<file path="config.mk">
export PLATFORM = sky130hd
export DESIGN_NAME = biquad_iir_filter
export DESIGN_NICKNAME = d
export VERILOG_FILES = /design/src/sv/biq_pkg.sv /design/src/sv/biq_mul.sv /design/src/sv/biq_datapath.sv /design/src/sv/biq_ctrl.sv /design/src/sv/biquad_iir_filter.sv
export SDC_FILE = /design/constraint.sdc
export NUM_CORES = 1
export LEC_CHECK = 0
export ABC_AREA = 0
export BUFFER_PORTS_ARGS = -buffer_cell sky130_fd_sc_hd__buf_4
export CAP_MARGIN = 20
export CORE_MARGIN = 2
export CORE_UTILIZATION = 30
export CTS_BUF_LIST = sky130_fd_sc_hd__clkbuf_8
export DETAILED_ROUTE_END_ITERATION = 7
export GPL_TIMING_DRIVEN = 0
export PLACE_DENSITY_LB_ADDON = 0.15
export SETUP_SLACK_MARGIN = 0.15
export SLEW_MARGIN = 20
export SYNTH_ARGS = -nofsm -noshare
export SYNTH_HDL_FRONTEND = slang
export SYNTH_SLANG_ARGS = --single-unit
</file>
<file path="constraint.sdc">
create_clock -name clk -period 23.6 [get_ports clk]
set_input_delay 0 -clock clk [delete_from_list [all_inputs] [get_ports clk]]
set_output_delay 0 -clock clk [all_outputs]
set_load 0.01 [all_outputs]
</file>
<file path="src/sv/biq_pkg.sv">
// biq_pkg: shared types, register indexes and the step table of the biquad filter
// no dependencies; imported by biq_datapath, biq_ctrl and biquad_iir_filter

package biq_pkg;

  localparam int CFG_IDX_W = 3;
  localparam int STEP_W    = 3;

  typedef enum logic [CFG_IDX_W-1:0] {
    REG_B0   = 3'd0,
    REG_B1   = 3'd1,
    REG_B2   = 3'd2,
    REG_A1   = 3'd3,
    REG_A2   = 3'd4,
    REG_FORM = 3'd5
  } reg_idx_t;

  typedef enum logic {
    FORM_DF1  = 1'b0,
    FORM_TDF2 = 1'b1
  } form_t;

  typedef enum logic [2:0] {
    C_B0 = 3'd0,
    C_B1 = 3'd1,
    C_B2 = 3'd2,
    C_A1 = 3'd3,
    C_A2 = 3'd4
  } coef_sel_t;

  typedef enum logic [2:0] {
    OP_X   = 3'd0,
    OP_HA  = 3'd1,
    OP_HB  = 3'd2,
    OP_Y   = 3'd3,
    OP_PO1 = 3'd4,
    OP_PO2 = 3'd5
  } opnd_sel_t;

  typedef enum logic [1:0] {
    BS_ZERO = 2'd0,
    BS_ACC  = 2'd1,
    BS_HA   = 2'd2,
    BS_HB   = 2'd3
  } base_sel_t;

  typedef enum logic [2:0] {
    DS_ACC   = 3'd0,
    DS_HA    = 3'd1,
    DS_HB    = 3'd2,
    DS_ROUND = 3'd3,
    DS_SHIFT = 3'd4
  } dest_t;

  typedef struct packed {
    logic      has_mul;
    coef_sel_t coef;
    opnd_sel_t opnd;
    base_sel_t base;
    logic      term_acc;
    logic      neg;
    dest_t     dest;
    logic      last;
  } uop_t;

  typedef struct packed {
    logic load;
    logic clear;
    logic start;
    logic exec;
    uop_t uop;
  } ctl_t;

  function automatic uop_t biq_mul_op(input coef_sel_t c, input opnd_sel_t o,
                                      input base_sel_t b, input logic n,
                                      input dest_t d, input logic l);
    uop_t u;
    u.has_mul  = 1'b1;
    u.coef     = c;
    u.opnd     = o;
    u.base     = b;
    u.term_acc = 1'b0;
    u.neg      = n;
    u.dest     = d;
    u.last     = l;
    return u;
  endfunction

  function automatic uop_t biq_plain_op(input base_sel_t b, input logic t,
                                        input dest_t d, input logic l);
    uop_t u;
    u.has_mul  = 1'b0;
    u.coef     = C_B0;
    u.opnd     = OP_X;
    u.base     = b;
    u.term_acc = t;
    u.neg      = 1'b0;
    u.dest     = d;
    u.last     = l;
    return u;
  endfunction

  // step list per form: y = b0*x + b1*x1 + b2*x2 - a1*y1 - a2*y2
  function automatic uop_t biq_uop(input form_t form, input logic [STEP_W-1:0] step);
    uop_t u;
    u = biq_plain_op(BS_ZERO, 1'b0, DS_ACC, 1'b1);
    if (form == FORM_DF1) begin
      case (step)
        3'd0: u = biq_mul_op(C_B0, OP_X,   BS_ZERO, 1'b0, DS_ACC, 1'b0);
        3'd1: u = biq_mul_op(C_B1, OP_HA,  BS_ACC,  1'b0, DS_ACC, 1'b0);
        3'd2: u = biq_mul_op(C_B2, OP_HB,  BS_ACC,  1'b0, DS_ACC, 1'b0);
        3'd3: u = biq_mul_op(C_A1, OP_PO1, BS_ACC,  1'b1, DS_ACC, 1'b0);
        3'd4: u = biq_mul_op(C_A2, OP_PO2, BS_ACC,  1'b1, DS_ACC, 1'b0);
        3'd5: u = biq_plain_op(BS_ZERO, 1'b0, DS_SHIFT, 1'b1);
        default: u = biq_plain_op(BS_ZERO, 1'b0, DS_ACC, 1'b1);
      endcase
    end else begin
      case (step)
        3'd0: u = biq_mul_op(C_B0, OP_X, BS_HA,   1'b0, DS_ACC, 1'b0);
        3'd1: u = biq_plain_op(BS_ZERO, 1'b0, DS_ROUND, 1'b0);
        3'd2: u = biq_mul_op(C_B1, OP_X, BS_ZERO, 1'b0, DS_ACC, 1'b0);
        3'd3: u = biq_mul_op(C_A1, OP_Y, BS_ACC,  1'b1, DS_ACC, 1'b0);
        3'd4: u = biq_plain_op(BS_HB, 1'b1, DS_HA, 1'b0);
        3'd5: u = biq_mul_op(C_B2, OP_X, BS_ZERO, 1'b0, DS_ACC, 1'b0);
        3'd6: u = biq_mul_op(C_A2, OP_Y, BS_ACC,  1'b1, DS_HB, 1'b1);
        default: u = biq_plain_op(BS_ZERO, 1'b0, DS_ACC, 1'b1);
      endcase
    end
    return u;
  endfunction

endpackage

</file>
<file path="src/sv/biq_mul.sv">
// biq_mul: digit-serial signed multiplier, radix-4 booth digits taken msb first
// from a coefficient shift register; depends on nothing

module biq_mul #(
  parameter int OPND_BITS = 40,
  parameter int COEF_BITS = 18
) (
  input  logic                                             clk,
  input  logic                                             rst_n,
  input  logic                                             start,
  input  logic [COEF_BITS-1:0]                             coef,
  input  logic [OPND_BITS-1:0]                             opnd,
  output logic [OPND_BITS+2*((COEF_BITS+1)/2)-1:0]         prod,
  output logic                                             done
);

  localparam int DIGITS = (COEF_BITS + 1) / 2;
  localparam int CX     = 2 * DIGITS;
  localparam int PW     = OPND_BITS + CX;
  localparam int PPW    = OPND_BITS + 2;
  localparam int CNT_W  = $clog2(DIGITS + 1);

  logic [CX:0]          sreg_r;
  logic [OPND_BITS-1:0] opnd_r;
  logic [PW-1:0]        prod_r;
  logic [PW-1:0]        prod_nxt;
  logic [CNT_W-1:0]     cnt_r;
  logic                 done_r;
  logic [PPW-1:0]       op1;
  logic [PPW-1:0]       op2;
  logic [PPW-1:0]       pp;

  assign op1 = {{2{opnd_r[OPND_BITS-1]}}, opnd_r};
  assign op2 = {op1[PPW-2:0], 1'b0};

  always_comb begin
    case (sreg_r[CX:CX-2])
      3'b001, 3'b010: pp = op1;
      3'b011:         pp = op2;
      3'b100:         pp = -op2;
      3'b101, 3'b110: pp = -op1;
      default:        pp = '0;
    endcase
  end

  assign prod_nxt = {prod_r[PW-3:0], 2'b00} + {{(PW-PPW){pp[PPW-1]}}, pp};

  always_ff @(posedge clk) begin
    if (start) begin
      sreg_r <= {{(CX-COEF_BITS){coef[COEF_BITS-1]}}, coef, 1'b0};
      opnd_r <= opnd;
      prod_r <= '0;
    end else if (cnt_r != '0) begin
      sreg_r <= {sreg_r[CX-2:0], 2'b00};
      prod_r <= prod_nxt;
    end
  end

  always_ff @(posedge clk) begin
    if (!rst_n) begin
      cnt_r  <= '0;
      done_r <= 1'b0;
    end else begin
      done_r <= !start && (cnt_r == CNT_W'(1));
      if (start) begin
        cnt_r <= CNT_W'(DIGITS);
      end else if (cnt_r != '0) begin
        cnt_r <= cnt_r - 1'b1;
      end
    end
  end

  assign prod = prod_r;
  assign done = done_r;

endmodule

</file>
<file path="src/sv/biq_datapath.sv">
// biq_datapath: coefficient and form registers, filter history, accumulate with clamp,
// rounding and saturation; depends on biq_pkg

module biq_datapath import biq_pkg::*; #(
  parameter int SAMPLE_BITS    = 16,
  parameter int COEF_FRAC_BITS = 16,
  parameter int ACC_BITS       = 40,
  parameter int PROD_BITS      = 58
) (
  input  logic                      clk,
  input  logic                      rst_n,
  input  logic                      cfg_we,
  input  logic [CFG_IDX_W-1:0]      cfg_index,
  input  logic [COEF_FRAC_BITS+1:0] cfg_data,
  input  logic [SAMPLE_BITS-1:0]    sample,
  input  ctl_t                      ctl,
  output logic [COEF_FRAC_BITS+1:0] mul_coef,
  output logic [ACC_BITS-1:0]       mul_opnd,
  input  logic [PROD_BITS-1:0]      mul_prod,
  output logic [SAMPLE_BITS-1:0]    y,
  output logic                      sat,
  output form_t                     form
);

  localparam int CB = COEF_FRAC_BITS + 2;
  localparam int SW = PROD_BITS + 1;
  localparam int QW = ACC_BITS + 1 - COEF_FRAC_BITS;
  localparam int SB = SAMPLE_BITS;
  localparam int AB = ACC_BITS;

  logic [CB-1:0] b0_r, b1_r, b2_r, a1_r, a2_r;
  form_t         form_r;
  logic [SB-1:0] x_r, po1_r, po2_r, y_r;
  logic          sat_r;
  logic [AB-1:0] acc_r, ha_r, hb_r;

  logic [AB-1:0] x_ext;
  logic [SW-1:0] base;
  logic [SW-1:0] term;
  logic [SW-1:0] sum;
  logic          in_range;
  logic [AB-1:0] clamped;
  logic [AB:0]   rv;
  logic [QW-1:0] q;
  logic          q_ok;
  logic [SB-1:0] rnd;

  assign x_ext = {{(AB-SB){x_r[SB-1]}}, x_r};

  // config
  always_ff @(posedge clk) begin
    if (!rst_n) begin
      b0_r   <= CB'(1) << COEF_FRAC_BITS;
      b1_r   <= '0;
      b2_r   <= '0;
      a1_r   <= '0;
      a2_r   <= '0;
      form_r <= FORM_DF1;
    end else if (cfg_we) begin
      case (cfg_index)
        REG_B0:   b0_r   <= cfg_data;
        REG_B1:   b1_r   <= cfg_data;
        REG_B2:   b2_r   <= cfg_data;
        REG_A1:   a1_r   <= cfg_data;
        REG_A2:   a2_r   <= cfg_data;
        REG_FORM: form_r <= form_t'(cfg_data[0]);
        default: ;
      endcase
    end
  end

  always_comb begin
    case (ctl.uop.coef)
      C_B0:    mul_coef = b0_r;
      C_B1:    mul_coef = b1_r;
      C_B2:    mul_coef = b2_r;
      C_A1:    mul_coef = a1_r;
      C_A2:    mul_coef = a2_r;
      default: mul_coef = b0_r;
    endcase
  end

  always_comb begin
    case (ctl.uop.opnd)
      OP_X:    mul_opnd = x_ext;
      OP_HA:   mul_opnd = ha_r;
      OP_HB:   mul_opnd = hb_r;
      OP_Y:    mul_opnd = {{(AB-SB){y_r[SB-1]}}, y_r};
      OP_PO1:  mul_opnd = {{(AB-SB){po1_r[SB-1]}}, po1_r};
      OP_PO2:  mul_opnd = {{(AB-SB){po2_r[SB-1]}}, po2_r};
      default: mul_opnd = x_ext;
    endcase
  end

  always_comb begin
    case (ctl.uop.base)
      BS_ZERO: base = '0;
      BS_ACC:  base = {{(SW-AB){acc_r[AB-1]}}, acc_r};
      BS_HA:   base = {{(SW-AB){ha_r[AB-1]}}, ha_r};
      BS_HB:   base = {{(SW-AB){hb_r[AB-1]}}, hb_r};
      default: base = '0;
    endcase
  end

  assign term = ctl.uop.term_acc ? {{(SW-AB){acc_r[AB-1]}}, acc_r}
                                 : {mul_prod[PROD_BITS-1], mul_prod};
  assign sum  = ctl.uop.neg ? (base - term) : (base + term);

  // clamp to the accumulator range
  assign in_range = (&sum[SW-1:AB-1]) | ~(|sum[SW-1:AB-1]);
  assign clamped  = in_range ? sum[AB-1:0] : {sum[SW-1], {(AB-1){~sum[SW-1]}}};

  // round half up, then saturate to the sample range
  assign rv   = {acc_r[AB-1], acc_r} + ((AB+1)'(1) << (COEF_FRAC_BITS - 1));
  assign q    = rv[AB:COEF_FRAC_BITS];
  assign q_ok = (&q[QW-1:SB-1]) | ~(|q[QW-1:SB-1]);
  assign rnd  = q_ok ? q[SB-1:0] : {q[QW-1], {(SB-1){~q[QW-1]}}};

  always_ff @(posedge clk) begin
    if (!rst_n) begin
      ha_r  <= '0;
      hb_r  <= '0;
      po1_r <= '0;
      po2_r <= '0;
    end else if (ctl.clear) begin
      ha_r  <= '0;
      hb_r  <= '0;
      po1_r <= '0;
      po2_r <= '0;
    end else if (ctl.exec) begin
      case (ctl.uop.dest)
        DS_HA: ha_r <= clamped;
        DS_HB: hb_r <= clamped;
        DS_SHIFT: begin
          hb_r  <= ha_r;
          ha_r  <= x_ext;
          po2_r <= po1_r;
          po1_r <= rnd;
        end
        default: ;
      endcase
    end
  end

  always_ff @(posedge clk) begin
    if (ctl.load) begin
      x_r <= sample;
    end
    if (ctl.clear) begin
      y_r   <= '0;
      sat_r <= 1'b0;
    end else if (ctl.exec) begin
      case (ctl.uop.dest)
        DS_ACC: acc_r <= clamped;
        DS_ROUND, DS_SHIFT: begin
          y_r   <= rnd;
          sat_r <= ~q_ok;
        end
        default: ;
      endcase
    end
  end

  assign y    = y_r;
  assign sat  = sat_r;
  assign form = form_r;

endmodule

</file>
<file path="src/sv/biq_ctrl.sv">
// biq_ctrl: sequencer that walks the step list of the selected form, one multiply
// or combine step at a time; depends on biq_pkg

module biq_ctrl import biq_pkg::*; (
  input  logic  clk,
  input  logic  rst_n,
  input  logic  in_valid,
  input  logic  in_kind,
  input  form_t form,
  input  logic  mul_done,
  input  logic  out_free,
  output logic  in_ready,
  output logic  out_load,
  output ctl_t  ctl
);

  typedef enum logic [4:0] {
    ST_IDLE  = 5'b00001,
    ST_START = 5'b00010,
    ST_MUL   = 5'b00100,
    ST_COMB  = 5'b01000,
    ST_OUT   = 5'b10000
  } state_t;

  state_t            state_r, state_nxt;
  logic [STEP_W-1:0] step_r, step_nxt;
  form_t             form_r;
  uop_t              uop;
  uop_t              uop_next;
  logic              accept;

  assign uop      = biq_uop(form_r, step_r);
  assign uop_next = biq_uop(form_r, step_r + 1'b1);
  assign accept   = (state_r == ST_IDLE) && in_valid;

  always_comb begin
    state_nxt = state_r;
    step_nxt  = step_r;
    case (state_r)
      ST_IDLE: begin
        if (in_valid) begin
          step_nxt  = '0;
          state_nxt = in_kind ? ST_OUT : ST_START;
        end
      end
      ST_START: state_nxt = ST_MUL;
      ST_MUL: begin
        if (mul_done) state_nxt = ST_COMB;
      end
      ST_COMB: begin
        if (uop.last) begin
          state_nxt = ST_OUT;
        end else begin
          step_nxt  = step_r + 1'b1;
          state_nxt = uop_next.has_mul ? ST_START : ST_COMB;
        end
      end
      ST_OUT: begin
        if (out_free) state_nxt = ST_IDLE;
      end
      default: state_nxt = ST_IDLE;
    endcase
  end

  always_ff @(posedge clk) begin
    if (!rst_n) begin
      state_r <= ST_IDLE;
      step_r  <= '0;
      form_r  <= FORM_DF1;
    end else begin
      state_r <= state_nxt;
      step_r  <= step_nxt;
      if (accept) form_r <= form;
    end
  end

  assign in_ready  = (state_r == ST_IDLE);
  assign out_load  = (state_r == ST_OUT) && out_free;
  assign ctl.load  = accept;
  assign ctl.clear = accept && in_kind;
  assign ctl.start = (state_r == ST_START);
  assign ctl.exec  = (state_r == ST_COMB);
  assign ctl.uop   = uop;

endmodule

</file>
<file path="src/sv/biquad_iir_filter.sv">
// biquad_iir_filter: second-order iir filter, direct form 1 or transposed form 2
// depends on biq_pkg, biq_mul, biq_datapath, biq_ctrl
//
//   channel  signals                            transfer when      payload
//   in       in_tvalid/in_tready                valid & ready      tdata: sample, tuser: kind
//   out      out_tvalid/out_tready              valid & ready      tdata: filtered, tuser: saturated
//   cfg      cfg_valid/cfg_ready                valid & ready      cfg_index, cfg_data
//
// a multiply step runs DIGITS = (COEF_FRAC_BITS + 3) / 2 booth digits through the
// serial multiplier; a sample takes 5 multiply steps in either form, plus one combine
// step in direct form 1 and two in form 2
// a clear request clears the history and the last result; one sample is in work at a time
// the finished result sits in an output register; a stalled output holds the next result
// synchronous active-low reset clears history, coefficients to b0 = 1.0, form 1

module biquad_iir_filter import biq_pkg::*; #(
  parameter int SAMPLE_BITS    = 16,
  parameter int COEF_FRAC_BITS = 16
) (
  input  logic                                 clk,
  input  logic                                 rst_n,
  input  logic                                 in_tvalid,
  output logic                                 in_tready,
  input  logic [((SAMPLE_BITS+7)/8)*8-1:0]     in_tdata,   // sample
  input  logic                                 in_tuser,   // kind
  output logic                                 out_tvalid,
  input  logic                                 out_tready,
  output logic [((SAMPLE_BITS+7)/8)*8-1:0]     out_tdata,  // filtered
  output logic                                 out_tuser,  // saturated
  input  logic                                 cfg_valid,
  output logic                                 cfg_ready,
  input  logic [CFG_IDX_W-1:0]                 cfg_index,
  input  logic [COEF_FRAC_BITS+1:0]            cfg_data
);

  localparam int TDATA_W   = ((SAMPLE_BITS + 7) / 8) * 8;
  localparam int COEF_BITS = COEF_FRAC_BITS + 2;
  localparam int ACC_RAW   = SAMPLE_BITS + COEF_FRAC_BITS + 8;
  localparam int ACC_BITS  = (ACC_RAW > 62) ? 62 : ACC_RAW;
  localparam int DIGITS    = (COEF_BITS + 1) / 2;
  localparam int PROD_BITS = ACC_BITS + 2 * DIGITS;
  localparam logic [SAMPLE_BITS-1:0] SAT_MAX = {1'b0, {(SAMPLE_BITS-1){1'b1}}};
  localparam logic [SAMPLE_BITS-1:0] SAT_MIN = {1'b1, {(SAMPLE_BITS-1){1'b0}}};

  ctl_t                   ctl;
  form_t                  form;
  logic                   mul_done;
  logic                   out_free;
  logic                   out_load;
  logic [COEF_BITS-1:0]   mul_coef;
  logic [ACC_BITS-1:0]    mul_opnd;
  logic [PROD_BITS-1:0]   mul_prod;
  logic [SAMPLE_BITS-1:0] y;
  logic                   sat;

  logic                   out_tvalid_r;
  logic [SAMPLE_BITS-1:0] out_data_r;
  logic                   out_sat_r;

  assign cfg_ready = 1'b1;
  assign out_free  = !out_tvalid_r || out_tready;

  biq_ctrl u_ctrl (
    .clk      (clk),
    .rst_n    (rst_n),
    .in_valid (in_tvalid),
    .in_kind  (in_tuser),
    .form     (form),
    .mul_done (mul_done),
    .out_free (out_free),
    .in_ready (in_tready),
    .out_load (out_load),
    .ctl      (ctl)
  );

  biq_mul #(
    .OPND_BITS (ACC_BITS),
    .COEF_BITS (COEF_BITS)
  ) u_mul (
    .clk   (clk),
    .rst_n (rst_n),
    .start (ctl.start),
    .coef  (mul_coef),
    .opnd  (mul_opnd),
    .prod  (mul_prod),
    .done  (mul_done)
  );

  biq_datapath #(
    .SAMPLE_BITS    (SAMPLE_BITS),
    .COEF_FRAC_BITS (COEF_FRAC_BITS),
    .ACC_BITS       (ACC_BITS),
    .PROD_BITS      (PROD_BITS)
  ) u_datapath (
    .clk       (clk),
    .rst_n     (rst_n),
    .cfg_we    (cfg_valid && cfg_ready),
    .cfg_index (cfg_index),
    .cfg_data  (cfg_data),
    .sample    (in_tdata[SAMPLE_BITS-1:0]),
    .ctl       (ctl),
    .mul_coef  (mul_coef),
    .mul_opnd  (mul_opnd),
    .mul_prod  (mul_prod),
    .y         (y),
    .sat       (sat),
    .form      (form)
  );

  always_ff @(posedge clk) begin
    if (!rst_n) begin
      out_tvalid_r <= 1'b0;
    end else if (out_load) begin
      out_tvalid_r <= 1'b1;
    end else if (out_tready) begin
      out_tvalid_r <= 1'b0;
    end
  end

  always_ff @(posedge clk) begin
    if (out_load) begin
      out_data_r <= y;
      out_sat_r  <= sat;
    end
  end

  assign out_tvalid = out_tvalid_r;
  assign out_tdata  = TDATA_W'(out_data_r);
  assign out_tuser  = out_sat_r;

  // a transfer on the input starts work, so the input closes on the next cycle
  a_busy_after_accept: assert property (@(posedge clk) disable iff (!rst_n)
    in_tvalid && in_tready |=> !in_tready)
    else $error("input still open after a transfer");

  // sequencer steps never run while the input is open
  a_no_step_when_idle: assert property (@(posedge clk) disable iff (!rst_n)
    (ctl.start || ctl.exec) |-> !in_tready)
    else $error("step issued while idle");

  // a clipped result sits at one end of the sample range
  a_sat_at_limit: assert property (@(posedge clk) disable iff (!rst_n)
    out_tvalid && out_tuser |->
      (out_tdata[SAMPLE_BITS-1:0] == SAT_MAX) || (out_tdata[SAMPLE_BITS-1:0] == SAT_MIN))
    else $error("saturated flag without a clipped value");

endmodule
</file>
After elaboration in Yosys (flattened, before gate mapping)
Cells that the tools add are included.
Word-level totals
  register bits after elaboration: 424
  output and inout bits: 20
Cells by class
  equality and inequality tests: 49
  bitwise logic cells: 9
  reduce and logical (&&, ||, !) cells: 40
  muxes and demuxes: 32
  add/subtract/negate cells: 8
Operators by type and width (number)
  $pmux W59 S4: 1
  $pmux W40 S5: 1
  $pmux W42 S4: 1
  $pmux W40 S2: 2
  $mux W59: 2
  $pmux W15 S7: 1
  $pmux W14 S7: 1
  $pmux W15 S6: 1
  $neg A42 Y42: 2
  $pmux W14 S6: 1
  $pmux W18 S4: 1
  $add A59 B59 Y59: 1
  $sub A59 B59 Y59: 1
  $add A58 B58 Y58: 1
  $eq A3 B3 Y1 const B: 15
  $eq A3 B2 Y1 const B: 14
  $add A40 B17 Y41 const B: 1
  $mux W40: 1
  $mux W19: 2
  $mux W5: 5
  $pmux W5 S5: 1
  $eq A3 B1 Y1 const B: 7
  $reduce_and A2 Y1: 10
  $reduce_and A20 Y1: 1
  33 further kinds: 64

Longest topological paths before layout
Gate-level depths: netlist of run 1.
  depth after elaboration: 12
  mapped depth: 36
  mapped depth without buffers: 31

Modules after synthesis
A second synthesis of run 1 with hierarchy kept.
Unflattened totals
  cells, all modules: 4034
  area total of the unflattened synthesis: 31679.1 µm²
Modules (own cells, without submodules)
  biq_datapath: cells each 2654, sequential area each 6085.8 µm², instances 1, area each 20299.5 µm²
  biq_mul: cells each 1236, sequential area each 3002.9 µm², instances 1, area each 9880.7 µm²
  biq_ctrl: cells each 121, sequential area each 180.2 µm², instances 1, area each 928.4 µm²
  biquad_iir_filter: cells each 23, sequential area each 530.5 µm², instances 1, area each 570.5 µm²

Worst setup path before layout of run 1
Ideal clock, no wire load.
  kind: reg-to-reg
  start: register u_ctrl.step_r[1]
  end: register u_datapath.acc_r[10] (data pin)
  cell stages (with the launch flop): 35
  setup time: 0.254 ns
  arrival time: 8.106 ns
  data required time: 23.346 ns
  slack: 15.241 ns
  period minus slack after synthesis: 8.359 ns
  path through: dfxtp_1 > inv_1 > ha_1 > and3_1 > buf_1 > buf_1 > mux2i_1 > nand3_1 > nor2_1 > o221a_2 > o2111ai_1 > nor2b_1 > nand3_1 > nor3_1 > a41oi_1 > a21oi_1 > o21ai_0 > a211oi_1 > a21oi_1 > ha_1 > and2_1 > buf_1 > nor3b_1 > a21boi_1 > a211o_1 > a41oi_1 > xnor2_1 > or3_1 > or4_1 > or4_1 > or3_4 > mux2i_4 > nor2_1 > clkbuf_1 > a21o_1
Between the ends
  word-level cells in the longest chain between the ends: 11
RTL lines
  start: declaration: RTL line biq_ctrl.sv:26  | logic [STEP_W-1:0] step_r, step_nxt;
  start signal: assignment: RTL line biq_ctrl.sv:72  | step_r <= step_nxt;
  $eq A3 B3 Y1 (tied with other cells): RTL line biq_pkg.sv:118  | case (step)
  $pmux W14 S7 / $pmux W14 S6 (equally long branches): RTL line biq_pkg.sv:118, biq_pkg.sv:108
  $mux W14 (*): RTL line biq_pkg.sv:107  | if (form == FORM_DF1) begin
  $eq A2 B2 Y1 (tied with other cells): RTL line biq_datapath.sv:96  | case (ctl.uop.base)
  $pmux W59 S4: RTL line biq_datapath.sv:96
  $add A59 B59 Y59 / $sub A59 B59 Y59 (equally long branches): RTL line biq_datapath.sv:107  | assign sum = ctl.uop.neg ? (base - term) : (base + term);
  $mux W59 (*): RTL line biq_datapath.sv:107
  $reduce_or A20 Y1: RTL line biq_datapath.sv:110  | assign in_range = (&sum[SW-1:AB-1]) | ~(|sum[SW-1:AB-1]);
  $not A1 Y1: RTL line biq_datapath.sv:110
  $or A1 B1 Y1: RTL line biq_datapath.sv:110
  $mux W40 (*): RTL line biq_datapath.sv:111  | assign clamped = in_range ? sum[AB-1:0] : {sum[SW-1], {(AB-1){~sum[SW-1]}}};
  net u_datapath.clamped[10]: RTL line biq_datapath.sv:42  | logic [AB-1:0] clamped;
  end signal: assignment: RTL line biq_datapath.sv:154  | DS_ACC: acc_r <= clamped;
  end: declaration: RTL line biq_datapath.sv:35  | logic [AB-1:0] acc_r, ha_r, hb_r;
Mark *: on every way through the listed nets, which the timed path passes. The rest lies on a longest branch.
A chain may end at the register's enable or synchronous reset.

Worst setup path in the final report of run 1
  start: register u_ctrl.step_r[1]
  end: register u_datapath.acc_r[5] (data pin)
Same word-level chain as after synthesis.

==> results by group, run 1 <==
Outcome
  • Status: completed

Synthesis
  • Synth cell count leaders: nand2_1, a21oi_1, dfxtp_1
  • Mapped Nets: 3927
  • Yosys warnings: 0
  • #FFs+latches synth: 424
  • Most numerous cell in the Yosys netlist: nand2_1
  • Mapped Avg Cell Area: 7.96 um^2
  • Fraction of registers with async set/reset: 0%
  • Synth Flop Type: dfxtp_1
  • Area leader, netlist: dfxtp_1
  • Synth cell types: 84
  • Cell Area, Synth: 29900 um^2
  • Synth area leaders: dfxtp_1, edfxtp_1, nand2_1, ha_1, a21oi_1
  • Post-synth EDFFs: 131
  • Syn Inst Count: 3753
  • Share of the synthesized area in the top cell type: 19.6%
  • Register area share after synthesis: 32.8%

Pwr
  • Comb pwr share: 55.7%
  • Sequential share of power: 25.8%
  • Leak pwr: 12.4 nW
  • Pwr dens: 112 nW/um^2
  • Internal power: 2.05 mW
  • Clock share of power: 18.5%
  • Switching power: 1.78 mW
  • Sw frac: 46.4%
  • Peak VDD IR: 0.0557 mV

Clock tree
  • CTS tree: done
  • H-tree Lvls: 3
  • Sink Count: 424
  • CTS-repair resized insts: 0
  • Worst skew pair latency: 0.73 ns
  • Post-CTS Hold Buffers: 61
  • Setup repair bufs after CTS: 0
  • Clock transition at path regs: 0.06 ns
  • Clock Tree Root: clkbuf_8
  • Clock buffer depth: 3
  • Cts bufs inserted: 77

Placed design
  • DP HPWL: 92300 um
  • IO Port Bufs: 61
  • GPL Wtd Cong: 0.978

Timing
  • RSZ-0062 raised after global routing: no
  • Worst-Margin Slew: 1.26 ns
  • Crit share post-route: 48.7%
  • Worst Hold Slack: 0.156 ns
  • Max Slew Vio Count: 0
  • Minimum clock period after layout: 11.50 ns
  • Max Fclk: 86.9 MHz
  • Final hold vios: 0
  • Worst Skew: 0.0551 ns
  • Relative slew slack: 15.5%
  • Final setup violation count: 0
  • Final TNS setup: 0 ns

Global routing
  • GR Util met2: 34.7%
  • First-pass GRT wire length: 176000 um
  • Grt peak-use layer: met2
  • Initial antenna violation count: 8
  • Grt total ovfl: 0
  • Vias in the first global route: 27700
  • GR Util met3: 2.27%
  • Global routing usage on met1: 32.4%
  • Largest net degree at the start of global routing: 34
  • Overall routing resource usage: 22.3%

Detailed routing
  • WL per Instance: 22.0 um
  • Via density: 5.46
  • Starting DRT DRC Count: 2454
  • Vias post-DR: 29000
  • Routed Antenna Nets: 0
  • DRC Markers: 0
  • Detailed Routing Iterations Pass 1: 6
  • Final wirelength: 117000 um

Critical path
  • CP startpoint kind: flop
  • RR Startpoint: u_ctrl.step_r[1]
  • Crit Path Max Fanout: 10
  • Most Frequent Cell on Critical Path: buf_1
  • Critical Path End Type: flop
  • Crit Path Class: reg -> reg
  • CP max stage delay: 0.66 ns
  • Crit path DAT: 11.95 ns
  • Critical Path Start: u_ctrl.step_r[1]
  • Required time of the worst setup path: 24.05 ns
  • CP max stage cell: buf_1

Final layout
  • Synthesis-to-layout area growth: 14.4%
  • Layout cells sized above 1: 6.17%
  • Sequential Area: 9800 um^2
  • Multi-input gate area: 18900 um^2
  • Filler instances: 10500
  • Layout Utilization: 34.7%
  • Nets: 4135

Flow run
  • Max_cap viols: 0

Floorplan
  • Core area: 98600 um^2
  • DIE AREA: 102000 um^2
  • Die W: 319 um
  • Die height: 319 um
  • Cell row count: 115
  • Initial Util: 30.3%
  • Ports: 63

Hold path
  • Hold path start: cfg_data[14]
  • Min-delay worst type: in -> reg
-- state kept, by name, indices dropped and copies added (netlist names), 3 cells and up --
register          count
u_mul.cnt_r           4
u_datapath.acc_r     40
out_tdata            16
u_datapath.a1_r      18
u_datapath.po1_r     16
u_datapath.y         16
u_datapath.po2_r     16
u_datapath.x_r       16
u_mul.sreg_r         18
u_mul.prod           58
u_datapath.b0_r      18
u_ctrl.state_r        5
u_datapath.b2_r      18
u_datapath.a2_r      18
u_datapath.hb_r      40
u_ctrl.step_r         3
u_mul.opnd_r         40
u_datapath.b1_r      18
u_datapath.ha_r      40
-- logic make-up (layout without fill, tap and decap cells) --
family / after synthesis / in the layout / share of synthesized area [%]
AO/OA/AOI/OAI: 1234 / 1234 / 27.3
AND/OR/NAND/NOR: 1343 / 1343 / 20.4
flip-flops: 424 / 424 / 32.8
buffers and inverters: 299 / 567 / 3.95
adder cells (fa/ha/maj): 132 / 132 / 5.57
other: 1 / 3 / 0.0126
multiplexers: 103 / 103 / 3.50
XOR/XNOR: 217 / 217 / 6.39
-- through the flow --
| stage | setup slack (ns) | power [mW] | cell area [um^2] | std cells |
|---|---|---|---|---|
| CTS | 12.22 | 3.83 | 34200 | 5308 |
| global route | 11.32 | 4.13 | 34200 | 5309 |
| finish | 12.10 | 3.83 | 34200 | 5310 |
| floorplan | 15.24 | 2.50 | 29900 | 3753 |
| detailed placement | 12.25 | 3.09 | 32100 | 5108 |
| global placement | 12.20 | 3.09 | 31900 | 5101 |
-- routing by layer --
metal / wire length, um / vias up
li1: - / 14200
met1: 57000 / 13900
met2: 50500 / 845
met3: 6410 / 164
met4: 2930 / 0
met5: 0 / -
-- layout by cell type (no fill, tap or decap), drive strengths merged, types with 102 or more instances in the layout --
cell type	Yosys	layout
a21oi	300	300
buf	44	112
clkbuf	208	289
dfxtp	293	293
edfxtp	131	131
ha	129	129
mux2i	102	102
nand2	580	580
nor2	292	292
o21ai	280	280
xnor2	114	114
xor2	103	103
-- power by group through the flow --
stage | clock network [mW] | registers (mW) | logic [mW]
3_5_place_dp | 0 | 1.00 | 2.09
3_3_place_gp | 0 | 1.00 | 2.09
6_report | 0.707 | 0.990 | 2.13
2_1_floorplan | 0 | 0.935 | 1.57
4_1_cts | 0.730 | 0.987 | 2.12
5_1_grt | 0.760 | 1.00 | 2.37
-- final cells by class --
| cell class | instances | area share (%) |
|---|---|---|
| tap | 1287 | 4.71 |
| multi-input combinational | 3030 | 55.4 |
| clock buffer | 81 | 3.26 |
| buffer | 252 | 2.94 |
| antenna | 2 | 0.0146 |
| timing repair buffer | 129 | 3.37 |
| sequential | 424 | 28.7 |
| clock inverter | 58 | 1.11 |
| inverter | 47 | 0.516 |
-- worst max-delay path: cells and delay by family (launching register included) --
kind | cells | cell delay, ns
simple gates | 13 | 4.63
compound gates | 11 | 2.76
buf+inv | 5 | 2.07
fa+ha+maj | 2 | 0.64
mux | 2 | 0.56
flops | 1 | 0.39
xor+xnor | 1 | 0.18
-- worst paths after layout --
check,end,slack (ns),cells after the start
worst min register to register,out_tuser,0.45,0
worst min-delay path,u_datapath.b1_r[14],0.16,4
worst max-delay path,u_datapath.acc_r[5],12.10,34
worst max register to register,u_datapath.acc_r[5],12.10,34
Power figures use the tool's default switching activity.
==> run 2: changes to the inputs <==
Settings changed: ABC_AREA 0 to 1.
Clock period 23.6 ns to 10.8 ns, I/O delays scaled along.
==> run 2 against run 1 <==
Net effect: global-route usage grew 2.2 points; wire length up 15%; setup slack got worse by 9.3 ns; flip-flop and latch count stayed put; design area is 5.1% higher; via count grew 14%; critical path type unchanged; critical endpoint is now u_datapath.ha_r[37]; largest power group unchanged.
==> results by group, run 2 <==
Critical path
  • R2r setup slk: 2.83 ns (-9.27 ns)
  • CP startpoint kind: flop
  • Delay-heaviest family, CP: simple AND/OR/NAND/NOR gates
  • Critical Path Start: u_ctrl.step_r[1]
  • Critical Path End Type: flop
  • Crit Path Class: reg -> reg
  • Required time of the worst setup path: 11.35 ns (-12.70 ns)
  • Worst Path Buf+Inv: 9 (+4)
  • RR Startpoint: u_ctrl.step_r[1]
  • Crit Path Max Fanout: 10 (unchanged)
  • RR Endpoint: u_datapath.ha_r[37]
  • Most Frequent Cell on Critical Path: nand2_1
  • CP max stage cell: ha_1
  • Crit path DAT: 8.52 ns (-3.43 ns)
  • Reg2Reg Depth: 44 (+29%)
  • CP max stage delay: 0.49 ns (-0.17 ns)

Pwr
  • Internal power: 5.05 mW (+150%)
  • Leak pwr: 16.6 nW (+34%)
  • Sequential share of power: 19.6% (-6.2 points)
  • Pwr dens: 308 nW/um^2 (+170%)
  • Clock share of power: 15.6% (-2.9 points)
  • Peak VDD IR: 0.117 mV (+110%)
  • Switching power: 6.01 mW (+240%)
  • Comb pwr share: 64.8% (+9.1 points)
  • Sw frac: 54.3% (+7.9 points)

Detailed routing
  • WL per Instance: 20.7 um (-5.8%)
  • Starting DRT DRC Count: 3118 (+27%)
  • DRC Markers: 0 (unchanged)
  • Vias post-DR: 33000 (+14%)
  • Routed Antenna Nets: 0 (unchanged)
  • Detailed Routing Iterations Pass 1: 6 (unchanged)
  • Via density: 5.11 (-6.5%)
  • Final wirelength: 134000 um (+15%)

Final layout
  • Nets: 5181 (+25%)
  • Max reg flops: 58 (unchanged)
  • Leading cell type in the layout, fill and taps excluded: nand2_1
  • Layout cells sized above 1: 6.56% (+0.39 points)
  • Synthesis-to-layout area growth: 15.2%
  • Commonest non-fill, non-tap cells in the layout: nand2_1, inv_1, nor2_1
  • Non-Filler Instances: 6456 (+22%)

Hold path
  • Hold Path Sink: u_datapath.x_r[11]
  • Min-delay worst type: in -> reg
  • Hold path start: in_tdata[11]
  • Depth of the worst hold-timing path: 2 (-2)

Clock tree
  • CTS tree: done
  • Clock Tree Root: clkbuf_8
  • Clock buffer depth: 3 (unchanged)
  • Sink Count: 424 (unchanged)
  • Clock transition at path regs: 0.06 ns (about the same)
  • Cts bufs inserted: 80 (+3.9%)
  • CTS-repair resized insts: 0 (unchanged)
  • Worst skew pair latency: 0.72 ns (about the same)
  • H-tree Lvls: 3 (unchanged)

Timing
  • Worst-Margin Slew: 1.01 ns (-0.251 ns)
  • Final TNS setup: 0 ns (unchanged)
  • RSZ-0062 raised after global routing: no
  • Final setup violation count: 0 (unchanged)
  • Crit share post-route: 73.8% (+25 points)
  • Final hold vios: 0 (unchanged)
  • Worst Skew: 0.0580 ns (+0.00291 ns)
  • Worst Hold Slack: 0.0876 ns (-0.0685 ns)
  • Max Fclk: 125 MHz (+44%)
  • Max Slew Vio Count: 0 (unchanged)
  • Minimum clock period after layout: 7.97 ns (-3.53 ns)
  • Relative slew slack: 32.2% (+17 points)

Global routing
  • Largest net degree at the start of global routing: 27 (-21%)
  • First-pass GRT wire length: 197000 um (+12%)
  • Overall routing resource usage: 24.5% (+2.2 points)
  • Vias in the first global route: 31200 (+13%)
  • Grt total ovfl: 0 (unchanged)
  • Initial antenna violation count: 10 (+2)

Synthesis
  • Synth Flop Type: dfxtp_1
  • Synth area leaders: dfxtp_1, nand2_1, edfxtp_1, inv_1, nor2_1
  • #FFs+latches synth: 424 (unchanged)
  • Yosys warnings: 0 (unchanged)
  • Cell Area, Synth: 31200 um^2 (+4.3%)
  • Fraction of registers with async set/reset: 0% (unchanged)
  • Share of the synthesized area in the top cell type: 18.8% (-0.82 points)
  • Area leader, netlist: dfxtp_1
  • Mapped Nets: 4958 (+26%)
  • Post-synth EDFFs: 131 (unchanged)
  • Synth cell count leaders: nand2_1, inv_1, nor2_1
  • Syn Inst Count: 4784 (+27%)
  • Mapped Avg Cell Area: 6.51 um^2 (-18%)
  • Most numerous cell in the Yosys netlist: nand2_1
  • Register area share after synthesis: 31.5% (-1.4 points)
  • Synth cell types: 58 (-31%)

Placed design
  • Placed cells: 6238 (+22%)
  • IO Port Bufs: 61 (unchanged)
  • GPL Wtd Cong: 0.979 (+0.12%)
  • DP HPWL: 110000 um (+20%)

Floorplan
  • Cell row count: 118 (+2.6%)
  • Die W: 326 um (+2.1%)
  • Core area: 103000 um^2 (+4.7%)
  • DIE AREA: 106000 um^2 (+4.3%)
  • Initial Util: 30.2% (-0.10 points)
  • Die height: 326 um (+2.1%)
  • Ports: 63 (unchanged)

Flow run
  • Max_cap viols: 0 (unchanged)

Outcome
  • Status: completed
[run 2: worst max path at each step]
stage | slack (ns) | end | depth (start not counted)
after CTS | 3.04 | u_datapath.hb_r[32] | 44
after global routing | 2.17 | u_datapath.ha_r[15] | 43
final | 2.83 | u_datapath.ha_r[37] | 44
after global placement | -2.30 | u_mul.sreg_r[1] | 4
after floorplan | 3.95 | u_mul.sreg_r[10] | 6
after detailed placement | 3.10 | u_datapath.ha_r[15] | 43
[run 2: metrics by stage]
stage | util (%) | power, mW | setup slack, ns | instance area [um^2]
floorplan | - | 6.86 | 3.95 | 31200
global placement | 32.3 | 9.21 | -2.30 | 33300
detailed placement | 32.5 | 9.21 | 3.10 | 33500
CTS | 34.8 | 11.0 | 3.04 | 35900
global route | 34.8 | 11.9 | 2.17 | 35900
finish | 34.8 | 11.1 | 2.83 | 35900
[run 2: layout make-up]
| type | instances | area [um^2] |
|---|---|---|
| Inverter | 674 | 2530 |
| Sequential cell | 424 | 9800 |
| Buffer | 164 | 753 |
| Timing Repair Buffer | 141 | 1250 |
| Tap cell | 1380 | 1730 |
| Clock buffer | 98 | 1350 |
| Multi-Input combinational cell | 3522 | 18100 |
| Antenna cell | 1 | 2.50 |
| Clock inverter | 52 | 379 |
| Fill cell | 11400 | 67300 |
[run 2: cells by family (layout without fill, tap and decap cells)]
group / Yosys count / count (layout) / synth area share [%]
xor gates and xnor gates: 158 / 158 / 4.44
DFF: 424 / 424 / 31.5
AOI/OAI and AO/OA: 1040 / 1040 / 19.3
other: 1 / 2 / 0.0120
and+or+nand+nor: 2192 / 2192 / 28.9
buffers and inverters: 838 / 1129 / 10.5
adders and majority gates: 131 / 131 / 5.31
[run 2: worst register-to-register path: cells and delay by family, from the launching register on]
family	cells	cell delay, ns
compound gates	4	0.58
xor+xnor	1	0.10
fa+ha+maj	3	0.98
buf+inv	9	1.41
flops	1	0.47
simple gates	27	4.28
[run 2: timing repair]
| item | 4_1_cts | 5_1_grt |
|---|---|---|
| setup buffers | 0 | 0 |
| hold endpoints to repair | 144 | 1 |
| hold buffers | 66 | 1 |
[run 2: layer usage]
metal  wire, um  track usage (%)  vias up
met3      10500             5.08      177
met1      62700             34.5    15400
met4       3500             6.56        4
li1           -                -    16200
met2      57200             37.7     1157
met5         26                0        -
[run 2: power groups by stage]
stage	sequential, mW	combinational (mW)	clock [mW]
after detailed placement	2.20	7.01	0
final	2.17	7.16	1.73
after global placement	2.20	7.00	0
after global routing	2.18	7.91	1.83
after floorplan	2.07	4.80	0
after CTS	2.17	7.07	1.76
